<file path="src/hw/rtl/lru_recent_key_list_defines.svh">
// ----------------------------------------------------------------------------
// Assertion macros for the recent key list
// Clocked on i_clk, disabled while i_rst_n is low.
// ----------------------------------------------------------------------------
`ifndef LRU_RECENT_KEY_LIST_DEFINES_SVH
`define LRU_RECENT_KEY_LIST_DEFINES_SVH

// Same-cycle implication
`define LRUKL_ASSERT_NOW(label, ante, cons, msg) \
    label: assert property (@(posedge i_clk) disable iff (!i_rst_n) \
        (ante) |-> (cons)) else $error(msg);

// Next-cycle implication
`define LRUKL_ASSERT_NEXT(label, ante, cons, msg) \
    label: assert property (@(posedge i_clk) disable iff (!i_rst_n) \
        (ante) |=> (cons)) else $error(msg);

`endif

</file>
<file path="src/hw/rtl/lrukl_pkg.sv">
// ----------------------------------------------------------------------------
// lrukl_pkg
// Sizes and codes shared by the recent key list.
// ----------------------------------------------------------------------------
`timescale 1ns / 1ps
`default_nettype none

package lrukl_pkg;

    localparam int DEPTH      = 10;
    localparam int KEY_BITS   = 32;
    localparam int VALUE_BITS = 32;

    localparam int ENTRY_BITS = KEY_BITS + VALUE_BITS;
    localparam int SLOT_W     = $clog2(DEPTH);
    localparam int CNT_W      = $clog2(DEPTH + 1);
    localparam int POS_W      = 4;

    localparam int S_TDATA_W  = ((ENTRY_BITS + 7) / 8) * 8;
    localparam int M_TDATA_W  = ((ENTRY_BITS + POS_W + 7) / 8) * 8;

    localparam logic [CNT_W-1:0] CNT_FULL = CNT_W'(DEPTH);

    // operation code carried on the input tuser
    localparam logic OP_DUMP = 1'b1;

endpackage

`default_nettype wire

</file>
<file path="src/hw/rtl/lrukl_ram.sv">
// ----------------------------------------------------------------------------
// lrukl_ram
// Generic single-write, single-read RAM with registered read data.
// ----------------------------------------------------------------------------
`timescale 1ns / 1ps
`default_nettype none

module lrukl_ram #(
    parameter int WIDTH = 8,
    parameter int DEPTH = 4
) (
    input  wire logic                     i_clk,
    input  wire logic                     i_we,
    input  wire logic [$clog2(DEPTH)-1:0] i_waddr,
    input  wire logic [WIDTH-1:0]         i_wdata,
    input  wire logic [$clog2(DEPTH)-1:0] i_raddr,
    output      logic [WIDTH-1:0]         o_rdata
);

    logic [WIDTH-1:0] r_mem [DEPTH];

    always_ff @(posedge i_clk) begin
        if (i_we) begin
            r_mem[i_waddr] <= i_wdata;
        end
        o_rdata <= r_mem[i_raddr];
    end

endmodule

`default_nettype wire

</file>
<file path="src/hw/rtl/lru_recent_key_list.sv">
// Record word: accepted in S_IDLE, then one search step per cycle through the entry RAM;
//   a hit at rank i ends the search there, a miss runs to the tail and then inserts (search + insert).
// Dump word: S_DUMP registers the first result after accept, then one result per cycle unless stalled.
// Results sit in an output register, so a new word is taken while the last one waits.
// Synchronous active-low reset empties the list; the entry RAM is never cleared.
// ----------------------------------------------------------------------------
// lru_recent_key_list
// Move-to-front list of key/value entries held in a RAM, ordered by a row of
// slot pointers, with a dump stream from newest to oldest.
// ----------------------------------------------------------------------------
`timescale 1ns / 1ps
`default_nettype none

`include "lru_recent_key_list_defines.svh"

module lru_recent_key_list (
    input  wire logic                             i_clk,
    input  wire logic                             i_rst_n,
    // slave side
    input  wire logic                             i_s_tvalid,
    output      logic                             o_s_tready,
    input  wire logic [lrukl_pkg::S_TDATA_W-1:0]  i_s_tdata,  // key, value
    input  wire logic                             i_s_tuser,  // operation
    // master side
    output      logic                             o_m_tvalid,
    input  wire logic                             i_m_tready,
    output      logic [lrukl_pkg::M_TDATA_W-1:0]  o_m_tdata,  // entry_key, entry_value, position
    output      logic                             o_m_tuser,  // entry_valid
    output      logic                             o_m_tlast   // last
);

    localparam int KB = lrukl_pkg::KEY_BITS;
    localparam int VB = lrukl_pkg::VALUE_BITS;
    localparam int SW = lrukl_pkg::SLOT_W;
    localparam int CW = lrukl_pkg::CNT_W;
    localparam int PW = lrukl_pkg::POS_W;

    typedef enum logic [1:0] {
        S_IDLE,
        S_SCAN,
        S_INS,
        S_DUMP
    } t_state;

    t_state          r_state, n_state;
    logic [CW-1:0]   r_count, n_count;
    logic [SW-1:0]   r_idx,   n_idx;
    logic [SW-1:0]   r_slot;
    logic [KB-1:0]   r_key,   n_key;
    logic [VB-1:0]   r_value, n_value;
    logic [SW-1:0]   r_order [lrukl_pkg::DEPTH];
    logic [SW-1:0]   n_order [lrukl_pkg::DEPTH];

    logic            r_out_valid, n_out_valid;
    logic            r_out_flag,  n_out_flag;
    logic            r_out_last,  n_out_last;
    logic [KB-1:0]   r_out_key,   n_out_key;
    logic [VB-1:0]   r_out_value, n_out_value;
    logic [PW-1:0]   r_out_pos,   n_out_pos;

    logic                              ram_we;
    logic [SW-1:0]                     ram_waddr;
    logic [SW-1:0]                     ram_raddr;
    logic [lrukl_pkg::ENTRY_BITS-1:0]  ram_rdata;
    logic [KB-1:0]                     ram_rkey;
    logic [VB-1:0]                     ram_rvalue;
    logic [SW-1:0]                     shift_upto;
    logic                              out_free;
    logic                              at_tail;

    assign ram_rkey   = ram_rdata[KB-1:0];
    assign ram_rvalue = ram_rdata[KB+VB-1:KB];
    assign ram_raddr  = r_order[n_idx];
    assign out_free   = !r_out_valid || i_m_tready;
    assign at_tail    = (CW'(r_idx) + CW'(1)) == r_count;

    lrukl_ram #(
        .WIDTH (lrukl_pkg::ENTRY_BITS),
        .DEPTH (lrukl_pkg::DEPTH)
    ) u_entry_ram (
        .i_clk   (i_clk),
        .i_we    (ram_we),
        .i_waddr (ram_waddr),
        .i_wdata ({r_value, r_key}),
        .i_raddr (ram_raddr),
        .o_rdata (ram_rdata)
    );

    always_comb begin
        n_state     = r_state;
        n_count     = r_count;
        n_idx       = r_idx;
        n_key       = r_key;
        n_value     = r_value;
        n_order     = r_order;
        n_out_valid = r_out_valid;
        n_out_flag  = r_out_flag;
        n_out_last  = r_out_last;
        n_out_key   = r_out_key;
        n_out_value = r_out_value;
        n_out_pos   = r_out_pos;
        ram_we      = 1'b0;
        ram_waddr   = '0;
        shift_upto  = '0;

        // drop the word once taken
        if (r_out_valid && i_m_tready) begin
            n_out_valid = 1'b0;
        end

        case (r_state)
            S_IDLE: begin
                if (i_s_tvalid) begin
                    n_key   = i_s_tdata[KB-1:0];
                    n_value = i_s_tdata[KB+VB-1:KB];
                    n_idx   = '0;
                    if (i_s_tuser == lrukl_pkg::OP_DUMP) begin
                        n_state = S_DUMP;
                    end else if (r_count == '0) begin
                        n_state = S_INS;
                    end else begin
                        n_state = S_SCAN;
                    end
                end
            end
            S_SCAN: begin
                if (ram_rkey == r_key) begin
                    n_state = S_IDLE;
                    // hit further back: new value, pointer to the front
                    if (r_idx != '0) begin
                        ram_we     = 1'b1;
                        ram_waddr  = r_slot;
                        shift_upto = r_idx;
                    end
                end else if (at_tail) begin
                    n_state = S_INS;
                end else begin
                    n_idx = r_idx + SW'(1);
                end
            end
            S_INS: begin
                ram_we  = 1'b1;
                n_state = S_IDLE;
                if (r_count < lrukl_pkg::CNT_FULL) begin
                    ram_waddr  = r_count[SW-1:0];
                    shift_upto = r_count[SW-1:0];
                    n_count    = r_count + CW'(1);
                end else begin
                    // full: reuse the oldest slot
                    ram_waddr  = r_order[lrukl_pkg::DEPTH-1];
                    shift_upto = SW'(lrukl_pkg::DEPTH - 1);
                end
            end
            S_DUMP: begin
                if (out_free) begin
                    n_out_valid = 1'b1;
                    if (r_count == '0) begin
                        n_out_flag  = 1'b0;
                        n_out_last  = 1'b1;
                        n_out_key   = '0;
                        n_out_value = '0;
                        n_out_pos   = '0;
                        n_state     = S_IDLE;
                    end else begin
                        n_out_flag  = 1'b1;
                        n_out_last  = at_tail;
                        n_out_key   = ram_rkey;
                        n_out_value = ram_rvalue;
                        n_out_pos   = PW'(r_idx);
                        if (at_tail) begin
                            n_state = S_IDLE;
                        end else begin
                            n_idx = r_idx + SW'(1);
                        end
                    end
                end
            end
            default: begin
                n_state = S_IDLE;
            end
        endcase

        // move the written slot to the front, push the ones before it back
        if (ram_we) begin
            n_order[0] = ram_waddr;
            for (int j = 1; j < lrukl_pkg::DEPTH; j++) begin
                if (SW'(j) <= shift_upto) begin
                    n_order[j] = r_order[j-1];
                end
            end
        end
    end

    always_ff @(posedge i_clk) begin
        r_idx       <= n_idx;
        r_slot      <= ram_raddr;
        r_key       <= n_key;
        r_value     <= n_value;
        r_out_flag  <= n_out_flag;
        r_out_last  <= n_out_last;
        r_out_key   <= n_out_key;
        r_out_value <= n_out_value;
        r_out_pos   <= n_out_pos;
        if (!i_rst_n) begin
            r_state     <= S_IDLE;
            r_count     <= '0;
            r_out_valid <= 1'b0;
            for (int j = 0; j < lrukl_pkg::DEPTH; j++) begin
                r_order[j] <= SW'(j);
            end
        end else begin
            r_state     <= n_state;
            r_count     <= n_count;
            r_out_valid <= n_out_valid;
            r_order     <= n_order;
        end
    end

    assign o_s_tready = (r_state == S_IDLE);
    assign o_m_tvalid = r_out_valid;
    assign o_m_tdata  = lrukl_pkg::M_TDATA_W'({r_out_pos, r_out_value, r_out_key});
    assign o_m_tuser  = r_out_flag;
    assign o_m_tlast  = r_out_last;

    `LRUKL_ASSERT_NOW(a_count_bound, 1'b1, r_count <= lrukl_pkg::CNT_FULL,
        "entry count beyond depth")
    `LRUKL_ASSERT_NOW(a_index_in_list,
        (r_state == S_SCAN) || ((r_state == S_DUMP) && (r_count != '0)),
        CW'(r_idx) < r_count, "search index past the occupied entries")
    `LRUKL_ASSERT_NEXT(a_insert_grows,
        r_state == S_INS,
        (r_count == $past(r_count) + CW'(1)) || (r_count == lrukl_pkg::CNT_FULL),
        "insert did not grow a list that had room")
    `LRUKL_ASSERT_NEXT(a_full_stays_full,
        (r_state == S_INS) && (r_count == lrukl_pkg::CNT_FULL),
        r_count == lrukl_pkg::CNT_FULL, "full list lost an entry on insert")
    `LRUKL_ASSERT_NEXT(a_dump_ends,
        (r_state == S_DUMP) && out_free && ((r_count == '0) || at_tail),
        r_state == S_IDLE, "dump carried on past its final word")

endmodule

`default_nettype wire

</file>
<file path="config.mk">
export PLATFORM = sky130hd
export DESIGN_NAME = lru_recent_key_list
export DESIGN_NICKNAME = d
export VERILOG_FILES = /design/src/hw/rtl/lrukl_pkg.sv /design/src/hw/rtl/lrukl_ram.sv /design/src/hw/rtl/lru_recent_key_list.sv
export VERILOG_INCLUDE_DIRS = /design/src /design/src/hw/rtl
export SDC_FILE = /design/constraint.sdc
export NUM_CORES = 1
export LEC_CHECK = 0
export ABC_CLOCK_PERIOD_IN_PS = 16200
export BUFFER_PORTS_ARGS = -buffer_cell sky130_fd_sc_hd__buf_2
export CAP_MARGIN = 30
export CORE_ASPECT_RATIO = 1.1
export CORE_MARGIN = 2
export CORE_UTILIZATION = 50
export CTS_BUF_LIST = sky130_fd_sc_hd__clkbuf_16
export CTS_CLUSTER_DIAMETER = 50
export CTS_CLUSTER_SIZE = 20
export DETAILED_ROUTE_END_ITERATION = 6
export GPL_ROUTABILITY_DRIVEN = 0
export PLACE_DENSITY = 0.67
export SYNTH_ARGS = -nofsm -noshare
export SYNTH_HDL_FRONTEND = slang
export SYNTH_SLANG_ARGS = --single-unit
</file>
<file path="constraint.sdc">
create_clock -name i_clk -period 16.2 [get_ports i_clk]
set_input_delay 0 -clock i_clk [delete_from_list [all_inputs] [get_ports i_clk]]
set_output_delay 0 -clock i_clk [all_outputs]
set_load 0.1 [all_outputs]
</file>
==> impl_metrics.csv, run 1 <==
group,metric,value,unit
setup_path,timing.rr.start,"r_key[15]",
layout,final_nets,2357,
logic_synthesis,ys_top_cells_by_area,"edfxtp_1 (67%), mux2i_1 (8.5%), dfxtp_1 (6.9%)",
setup_path,crit_type,"flop to flop",
setup_path,cp-start-kind,"flop",
run_status,status,"completed",
clocking,cts_tree,"yes",
logic_synthesis,synth_top_area_share,66.9,%
setup_path,startpoint,"r_key[15]",
floorplanning,die_area,0.0716,mm^2
clocking,clock-sinks,893,
setup_path,worstPathArrival,6960,ps
floorplanning,coreArea,0.0689,mm^2
setup_path,critical_path_required,16730,ps
layout,synthToLayoutAreaGrowth,15.0,%
grt,groute.usage.overall,21.4,%
timing,fin_crit_sh,39.7,%
pwr,power_density,195,mW/mm^2
layout,nFillCells,5218,
floorplanning,start_util,50.4,%
grt,grt.met2_usage,36.2,%
drt,wl_per_cell,23.6,um
logic_synthesis,synth_edf_count,774,
timing,maxSlewViolCount,0,
grt,grt_pass1_wl,116000,um
grt,grt-ovfl-total,0,
clocking,postCtsSetupBuffers,0,
logic_synthesis,avgSynthCellArea,16.8,um^2
drt,route.antenna.remaining_nets,0,
layout,layout-drive-gt1-share,20.1,%
drt,drc,0,
placement,hpwl,42000,um
clocking,numCtsBuffers,78,
drt,dr.pass1.iters,6,
logic_synthesis,synth_warnings,0,
min_path,holdCritPathClass,"primary input to flop",
logic_synthesis,synth_flop_cell,"edfxtp_1",
timing,hold_viol,0,
logic_synthesis,seq_area_frac_synth,73.8,%
logic_synthesis,synth_most_common_cell,"edfxtp_1",
logic_synthesis,synth_commonest_cells,"edfxtp_1 (774), mux2i_1 (296), nand2_1 (218), dfxtp_1 (119), nor2b_1 (88)",
grt,antenna_found_initial,1,
logic_synthesis,yosysTopAreaCell,"edfxtp_1",
logic_synthesis,synth_cell_types,73,
timing,setup_viol,0,
drt,drt-initial-drc-count,1432,
placement,portBuffers,140,
clocking,cts_hold_buf,68,
clocking,htree_num_levels,3,
pwr,p_leak,0.0142,uW
clocking,clk_latency,650,ps
drt,routed_wl,77400,um
grt,grt_pass1_vias,18500,
clocking,cts_resized,0,
grt,met1_usage,28.6,%
logic_synthesis,synth_async_sr_flop_share,0,%
min_path,hold_path_startpoint,"i_s_tvalid",
logic_synthesis,synth.cell_area,0.0347,mm^2
timing,fin_setup_tns,0,ps
floorplanning,die_h,280,um
pwr,worst_ir_drop_vdd,283,uV
floorplanning,fp-row-count,101,
grt,grt_start_max_net_pins,165,
logic_synthesis,netlist_instances,2062,
floorplanning,pin_count,145,
clocking,clk_path_buf_depth,3,
timing,rsz0062_at_grt,"no",
clocking,cts.clk_slew.worst_paths,80,ps
clocking,cts-root-buf,"clkbuf_16",
timing,clock_skew,37.8,ps
timing,max_clock_freq,0.155,GHz
setup_path,crit_path_end_kind,"flop",
grt,busiest_layer,"met2",
logic_synthesis,synth.ff_latch_count,893,
timing,timing.hold.ws,44.8,ps
timing,period_needed,6440,ps
grt,met3_usage,3.03,%
run,max-cap-violations,0,
drt,viasPerCell,5.64,
setup_path,crit_path_max_fanout,164,
drt,vias,18500,
timing,max-slew-margin-rel,12.6,%
floorplanning,die_w,255,um
timing,tightest_slew,1310,ps
layout make-up:
type	count	area [um^2]	share of cell area, %
timing repair buffer	244	1840	4.60
multi-input combinational	1040	8470	21.2
antenna	1	2.50	0.00627
tap	927	1160	2.90
clock inverter	67	781	1.95
inverter	23	88.8	0.222
sequential	893	25600	64.2
clock buffer	79	1980	4.95
critical path, stage by stage (launching register included):
cell and delay (ps):
edfxtp_1 540, xor2_1 230, nor4_2 480, nand4_2 360, o311ai_2 410, or4b_1 660
nand3_1 160, nand3_1 90, a311oi_1 320, or2_4 510, buf_12 650, buf_4 800
mux2i_1 290, a221oi_1 110, o31a_1 290
final timing paths:
kind                            slack, ps  cells after the start                      end
worst max-delay path                 9760                     14  u_entry_ram.o_rdata[62]
worst min-delay path                   40                      2                r_key[27]
worst max register to register       9760                     14  u_entry_ram.o_rdata[62]
worst min register to register        500                      2              r_order[31]
per-layer routing:
layer  up-vias  wire, um  share of wire (%)
met5         -         0                  0
met4         0      2020                2.6
met3       120      3760                4.9
met2       540     37800                 49
met1      9438     33800                 44
li1       8371         -                  -
report_power, final:
part | total, uW | switching [uW] | internal, uW
combinational | 2840 | 1740 | 1110
clock | 1960 | 938 | 1020
sequential | 2990 | 167 | 2820
total | 7790 | 2840 | 4950
through the flow:
stage               instances  setup WS (ps)  cell area [um^2]  util [%]  total power [uW]
global route             3273           9430             39900      58.0              8120
floorplan                2065          10520             34800         -              5200
detailed placement       3056           9920             36400      52.9              5870
CTS                      3270           9860             39900      57.9              7830
global placement         3049           9970             36300      52.6              5790
finish                   3274           9760             39900      58.0              7790
cells by family after synthesis:
kind of cell / share of synthesized area [%]
compound gates: 6.72
fa+ha+maj: 0.288
other cells: 0.0108
mux: 10.1
flops: 73.8
buf+inv: 2.25
xor+xnor: 1.02
simple gates: 5.81
placed cells by master, fill, tap and decap left out, types with 6 or more instances in the layout:
cell type / instances
dfxtp_1: 119
buf_4: 26
clkbuf_16: 79
nor2_4: 13
a21oi_1: 29
nand3_1: 13
nand2_1: 218
mux2i_1: 296
dlygate4sd3_1: 68
inv_6: 8
a311oi_2: 13
inv_1: 24
clkinv_8: 12
a21boi_1: 15
a221oi_2: 49
nor2b_1: 88
edfxtp_1: 774
mux2_2: 49
buf_16: 8
a21boi_0: 11
ha_1: 8
nor3_1: 6
nor2_1: 19
buf_2: 140
xor2_1: 34
clkinv_2: 6
o21ai_0: 21
a32o_1: 52
clkinv_4: 6
inv_8: 16
flip-flops by register name (all words and copies together) (netlist names), 2 cells and up:
| name | count |
|---|---|
| r_value | 32 |
| r_state | 2 |
| r_out_value | 32 |
| r_out_key | 32 |
| r_out_pos | 4 |
| r_key | 32 |
| r_slot | 4 |
| u_entry_ram.r_mem | 640 |
| r_count | 4 |
| r_order | 40 |
| u_entry_ram.o_rdata | 64 |
| r_idx | 4 |
No activity file was read; power rests on OpenSTA's default activity.
==> inputs of run 2 (changes only) <==
--- a/config.mk
+++ b/config.mk
@@ -6,7 +6,7 @@
 export SDC_FILE = /design/constraint.sdc
 export NUM_CORES = 1
 export LEC_CHECK = 0
-export ABC_CLOCK_PERIOD_IN_PS = 16200
+export ABC_CLOCK_PERIOD_IN_PS = 5600
 export BUFFER_PORTS_ARGS = -buffer_cell sky130_fd_sc_hd__buf_2
 export CAP_MARGIN = 30
 export CORE_ASPECT_RATIO = 1.1
@@ -17,7 +17,7 @@
 export CTS_CLUSTER_SIZE = 20
 export DETAILED_ROUTE_END_ITERATION = 6
 export GPL_ROUTABILITY_DRIVEN = 0
-export PLACE_DENSITY = 0.67
+export PLACE_DENSITY = 0.69
 export SYNTH_ARGS = -nofsm -noshare
 export SYNTH_HDL_FRONTEND = slang
 export SYNTH_SLANG_ARGS = --single-unit
==> constraint.sdc (replaced) <==
create_clock -name i_clk -period 5.6 [get_ports i_clk]
set_input_delay 0 -clock i_clk [delete_from_list [all_inputs] [get_ports i_clk]]
set_output_delay 0 -clock i_clk [all_outputs]
set_load 0.1 [all_outputs]
==> impl_metrics.csv, run 2 (synthesis gave the netlist of run 1 again) <==
group,metric,value,unit
pwr,power_density,566,mW/mm^2
floorplanning,die_h,280,um
layout,nFillCells,5113,
pwr,p_leak,0.0143,uW
pwr,pwr-share-comb,36.6,%
pwr,power_switching,8250,uW
grt,grt-ovfl-total,0,
clocking,cts.clk_slew.worst_paths,80,ps
placement,hpwl,42700,um
layout,seq_area,0.0256,mm^2
drt,drc,0,
layout,fin_cells,3292,
setup_path,cp_top_family,"simple AND/OR/NAND/NOR gates",
floorplanning,start_util,50.4,%
floorplanning,pin_count,145,
drt,route.antenna.remaining_nets,0,
floorplanning,coreArea,0.0689,mm^2
setup_path,worstPathArrival,5550,ps
drt,vias,18600,
layout,layout-drive-gt1-share,20.5,%
setup_path,slowest_delay,670,ps
setup_path,worst-path-buf-inv,1,
drt,viasPerCell,5.65,
layout,final_nets,2375,
setup_path,timing.rr.start,"r_key[11]",
placement,pre_cts_ws,572,ps
floorplanning,fp-row-count,101,
run,max-cap-violations,0,
setup_path,crit_path_max_fanout,49,
placement,dp.cells,3072,
setup_path,crit_slowest_cell,"buf_4",
timing,maxSlewViolCount,0,
clocking,clk_latency,640,ps
drt,dr.pass1.iters,5,
setup_path,crit_type,"flop to flop",
layout,largest_reg_flops,640,
timing,rsz0062_at_grt,"no",
pwr,swShare,36.2,%
pwr,worst_ir_drop_vdd,622,uV
min_path,hold_path_startpoint,"i_s_tdata[43]",
layout,final_common_cell,"edfxtp_1",
grt,antenna_found_initial,1,
min_path,holdCritPathClass,"primary input to flop",
clocking,cts-root-buf,"clkbuf_16",
timing,clock_skew,28.5,ps
grt,grt_start_max_net_pins,84,
floorplanning,die_w,255,um
clocking,clk_path_buf_depth,3,
pwr,seq_power_share,38.0,%
grt,grt_pass1_vias,19000,
timing,setup_ws,516,ps
placement,portBuffers,140,
timing,max-slew-margin-rel,32.0,%
run_status,status,"completed",
pwr,intPower,14500,uW
layout,regMostFlops,"u_entry_ram.r_mem",
layout,n_antenna_cell,0,
pwr,p_total,22800,uW
clocking,cts_tree,"yes",
setup_path,cp-start-kind,"flop",
timing,hold_viol,0,
timing,period_needed,5080,ps
setup_path,crit_path_end_kind,"flop",
setup_path,cp_cell_sequence,"xor2_1, nor4_2, nand4_2, o311ai_2, or4b_1, a21boi_0, a22oi_1, a31o_4, or2_1, nor2_4, buf_4, a32o_1, a221oi_2",
floorplanning,die_area,0.0716,mm^2
setup_path,startpoint,"r_key[11]",
layout,reg_top3,"u_entry_ram.r_mem (640), u_entry_ram.o_rdata (64), r_order (40)",
clocking,numCtsBuffers,82,
layout,synthToLayoutAreaGrowth,15.8,%
timing,fin_setup_tns,0,ps
timing,setup_viol,0,
setup_path,critical_path_required,6060,ps
grt,grt_pass1_wl,117000,um
clocking,clock-sinks,893,
layout,final_cell_mix,"edfxtp_1 (774), mux2i_1 (296), nand2_1 (218)",
clocking,htree_num_levels,3,
layout,multiInputGateArea,0.00847,mm^2
timing,fin_crit_sh,90.8,%
drt,wl_per_cell,23.6,um
timing,max_clock_freq,0.197,GHz
drt,routed_wl,77500,um
timing,timing.hold.ws,61.0,ps
grt,groute.usage.overall,21.6,%
pwr,power_frac_clock,25.4,%
drt,drt-initial-drc-count,1554,
timing,tightest_slew,1010,ps
run 2: worst paths after layout:
path | end | slack, ps | cells past startpoint
setup reg to reg | u_entry_ram.o_rdata[26] | 520 | 13
hold / removal | r_value[11] | 60 | 2
setup / recovery | u_entry_ram.o_rdata[26] | 520 | 13
hold reg to reg | r_order[28] | 490 | 2
run 2: metal layers:
metal  part of all wire (%)  vias up  track usage, %  wire, um
met5                      0        -               0         0
met4                    2.5        0            7.56      1960
met3                    5.6      133            3.11      4370
met2                     50      604            36.7     38400
met1                     42     9467            28.4     32800
li1                       -     8397               -         -
run 2: metrics by stage:
stage | cell area (um^2) | util [%]
finish | 40200 | 58.4
global route | 40200 | 58.4
CTS | 40200 | 58.4
detailed placement | 36700 | 53.2
global placement | 36600 | 53.2
floorplan | 34800 | -
run 2: power groups by stage:
stage / logic, uW / clock network (uW) / registers, uW
3_3_place_gp: 8120 / 0 / 8770
4_1_cts: 8420 / 5890 / 8650
5_1_grt: 8900 / 6160 / 8720
3_5_place_dp: 8340 / 0 / 8790
2_1_floorplan: 6120 / 0 / 8930
6_report: 8330 / 5790 / 8650
run 2: final cells by class:
cell class,count,share of cell area [%]
multi-input cells,1040,21.1
flip-flops and latches,893,63.7
clock buffers,86,5.35
well taps,927,2.88
inverters,23,0.224
repair buffers,258,5.01
clock inverters,65,1.80
run 2: what timing repair did:
action / CTS / global route
endpoints found under the hold margin: 111 / 0
setup buffers: 0 / 0
hold buffers: 69 / 0
gates resized for setup: 0 / 0
==> inputs of run 3 (changes only) <==
==> constraint.sdc (replaced) <==
create_clock -name i_clk -period 5.6 [get_ports i_clk]
set_input_delay 1.12 -clock i_clk [delete_from_list [all_inputs] [get_ports i_clk]]
set_output_delay 1.12 -clock i_clk [all_outputs]
set_load 0.1 [all_outputs]
==> impl_metrics.csv, run 3 (synthesis gave the netlist of run 1 again) <==
group,metric,value,unit
run_status,status,"completed",
grt,groute.usage.overall,21.0,%
clocking,clock-sinks,893,
setup_path,worst-path-buf-inv,1,
clocking,postCtsSetupBuffers,0,
floorplanning,start_util,50.4,%
setup_path,critical_path_required,6130,ps
run,max-cap-violations,0,
timing,maxSlewViolCount,0,
timing,fin_crit_sh,90.6,%
setup_path,cp_cell_sequence,"xor2_1, nor4_4, nand4_2, o311ai_2, or4b_1, a22oi_1, a311oi_1, a211oi_4, buf_4, mux2_2, a221oi_2",
min_path,holdCritPathClass,"flop to flop",
floorplanning,pin_count,145,
timing,period_needed,5080,ps
grt,grt_pass1_vias,18300,
timing,rsz0062_at_grt,"no",
clocking,cts_resized,0,
setup_path,startpoint,"r_key[9]",
layout,final_common_cell,"edfxtp_1",
clocking,clk_path_buf_depth,3,
clocking,htree_num_levels,3,
pwr,seq_power_share,38.3,%
clocking,cts-root-buf,"clkbuf_16",
pwr,p_total,22500,uW
drt,routed_wl,75400,um
layout,fin_cells,3222,
clocking,cts_hold_buf,0,
pwr,p_leak,0.0140,uW
drt,wl_per_cell,23.4,um
drt,vias,18100,
pwr,swShare,36.0,%
setup_path,reg2reg_slack,520,ps
floorplanning,die_h,280,um
floorplanning,fp-row-count,101,
setup_path,cp-start-kind,"flop",
timing,setup_viol,0,
layout,final_cell_mix,"edfxtp_1 (774), mux2i_1 (296), nand2_1 (218)",
grt,grt_start_max_net_pins,84,
pwr,intPower,14400,uW
floorplanning,die_w,255,um
layout,largest_reg_flops,640,
setup_path,crit_type,"flop to flop",
timing,max_clock_freq,0.197,GHz
setup_path,timing.rr.start,"r_key[9]",
setup_path,crit_path_max_fanout,33,
timing,max-slew-margin-rel,35.1,%
clocking,numCtsBuffers,78,
layout,final_nets,2308,
min_path,hold_path_startpoint,"r_order[31]",
layout,layout-drive-gt1-share,21.0,%
setup_path,cp_top_family,"compound AO/OA/AOI/OAI gates",
pwr,power_switching,8120,uW
drt,drt-initial-drc-count,1531,
layout,reg_top3,"u_entry_ram.r_mem (640), u_entry_ram.o_rdata (64), r_order (40)",
setup_path,crit_slowest_cell,"or4b_1",
clocking,cts_tree,"yes",
pwr,pwr-share-comb,36.9,%
clocking,cts.clk_slew.worst_paths,70,ps
clocking,clk_latency,650,ps
grt,grt_pass1_wl,112000,um
floorplanning,die_area,0.0716,mm^2
placement,portBuffers,140,
drt,viasPerCell,5.63,
grt,grt-ovfl-total,0,
timing,hold_viol,0,
placement,dp.cells,3078,
pwr,power_frac_clock,24.8,%
setup_path,worstPathArrival,5600,ps
setup_path,crit_path_end_kind,"flop",
timing,clock_skew,27.3,ps
drt,route.antenna.remaining_nets,0,
floorplanning,coreArea,0.0689,mm^2
pwr,power_density,572,mW/mm^2
pwr,worst_ir_drop_vdd,483,uV
placement,hpwl,42100,um
drt,drc,0,
setup_path,slowest_delay,670,ps
drt,dr.pass1.iters,5,
timing,tightest_slew,965,ps
layout,synthToLayoutAreaGrowth,13.5,%
grt,antenna_found_initial,0,
layout,regMostFlops,"u_entry_ram.r_mem",
-- run 3: cell count changes in the layout (fill, tap and decap cells not counted), sizes merged --
| cell | delta |
|---|---|
| bufinv | +1 |
| dlygate4sd3 | -69 |
| inv | +4 |
| clkinv | -7 |
| clkinvlp | -1 |
| clkbuf | -5 |
| buf | +6 |
| diode | +1 |
-- run 3: stage by stage --
step | utilization, % | setup slack, ps | instance area (um^2) | hold WS, ps | setup TNS (ps)
2_1_floorplan | - | -78.5 | 34800 | 450 | -20010
3_5_place_dp | 53.3 | 618 | 36700 | 487 | 0
5_1_grt | 57.3 | 390 | 39400 | 533 | 0
6_report | 57.3 | 525 | 39400 | 496 | 0
3_3_place_gp | 53.3 | 720 | 36700 | 482 | 0
4_1_cts | 57.3 | 658 | 39400 | 498 | 0
-- run 3: power by group through the flow --
stage               Clock, uW  Combinational, uW  Sequential (uW)
floorplan                   0               6120             8930
global placement            0               8200             8750
detailed placement          0               8340             8780
CTS                      5690               8380             8630
global route             5960               8870             8700
finish                   5590               8330             8630
-- run 3: final timing paths --
| kind | end | cells past startpoint |
|---|---|---|
| worst max register to register | u_entry_ram.o_rdata[36] | 11 |
| worst min register to register | r_order[31] | 2 |
| worst max-delay path | u_entry_ram.o_rdata[36] | 11 |
| worst min-delay path | r_order[31] | 2 |
-- run 3: layout make-up --
type                       instances  area [um^2]
antenna                            1         2.50
clock buffer                      81         2030
clock inverter                    62          697
fill                            5144        29400
inverter                          23         90.1
multi-input combinational       1040         8470
sequential                       893        25600
tap                              927         1160
timing repair buffer             195         1360
-- run 3: metal layers --
layer	GRT usage (%)	part of all wire [%]	vias to the layer above
met5	0	0	-
met4	7.57	2.7	0
met1	27.7	42	9188
met3	3.47	5.9	131
met2	35.2	49	552
li1	-	-	8268
-- run 3: tightest hold or removal path, cell delays in order, from the launching register on --
cell,delay (ps)
dfxtp_1,330
nand2_1,50
a21boi_0,60
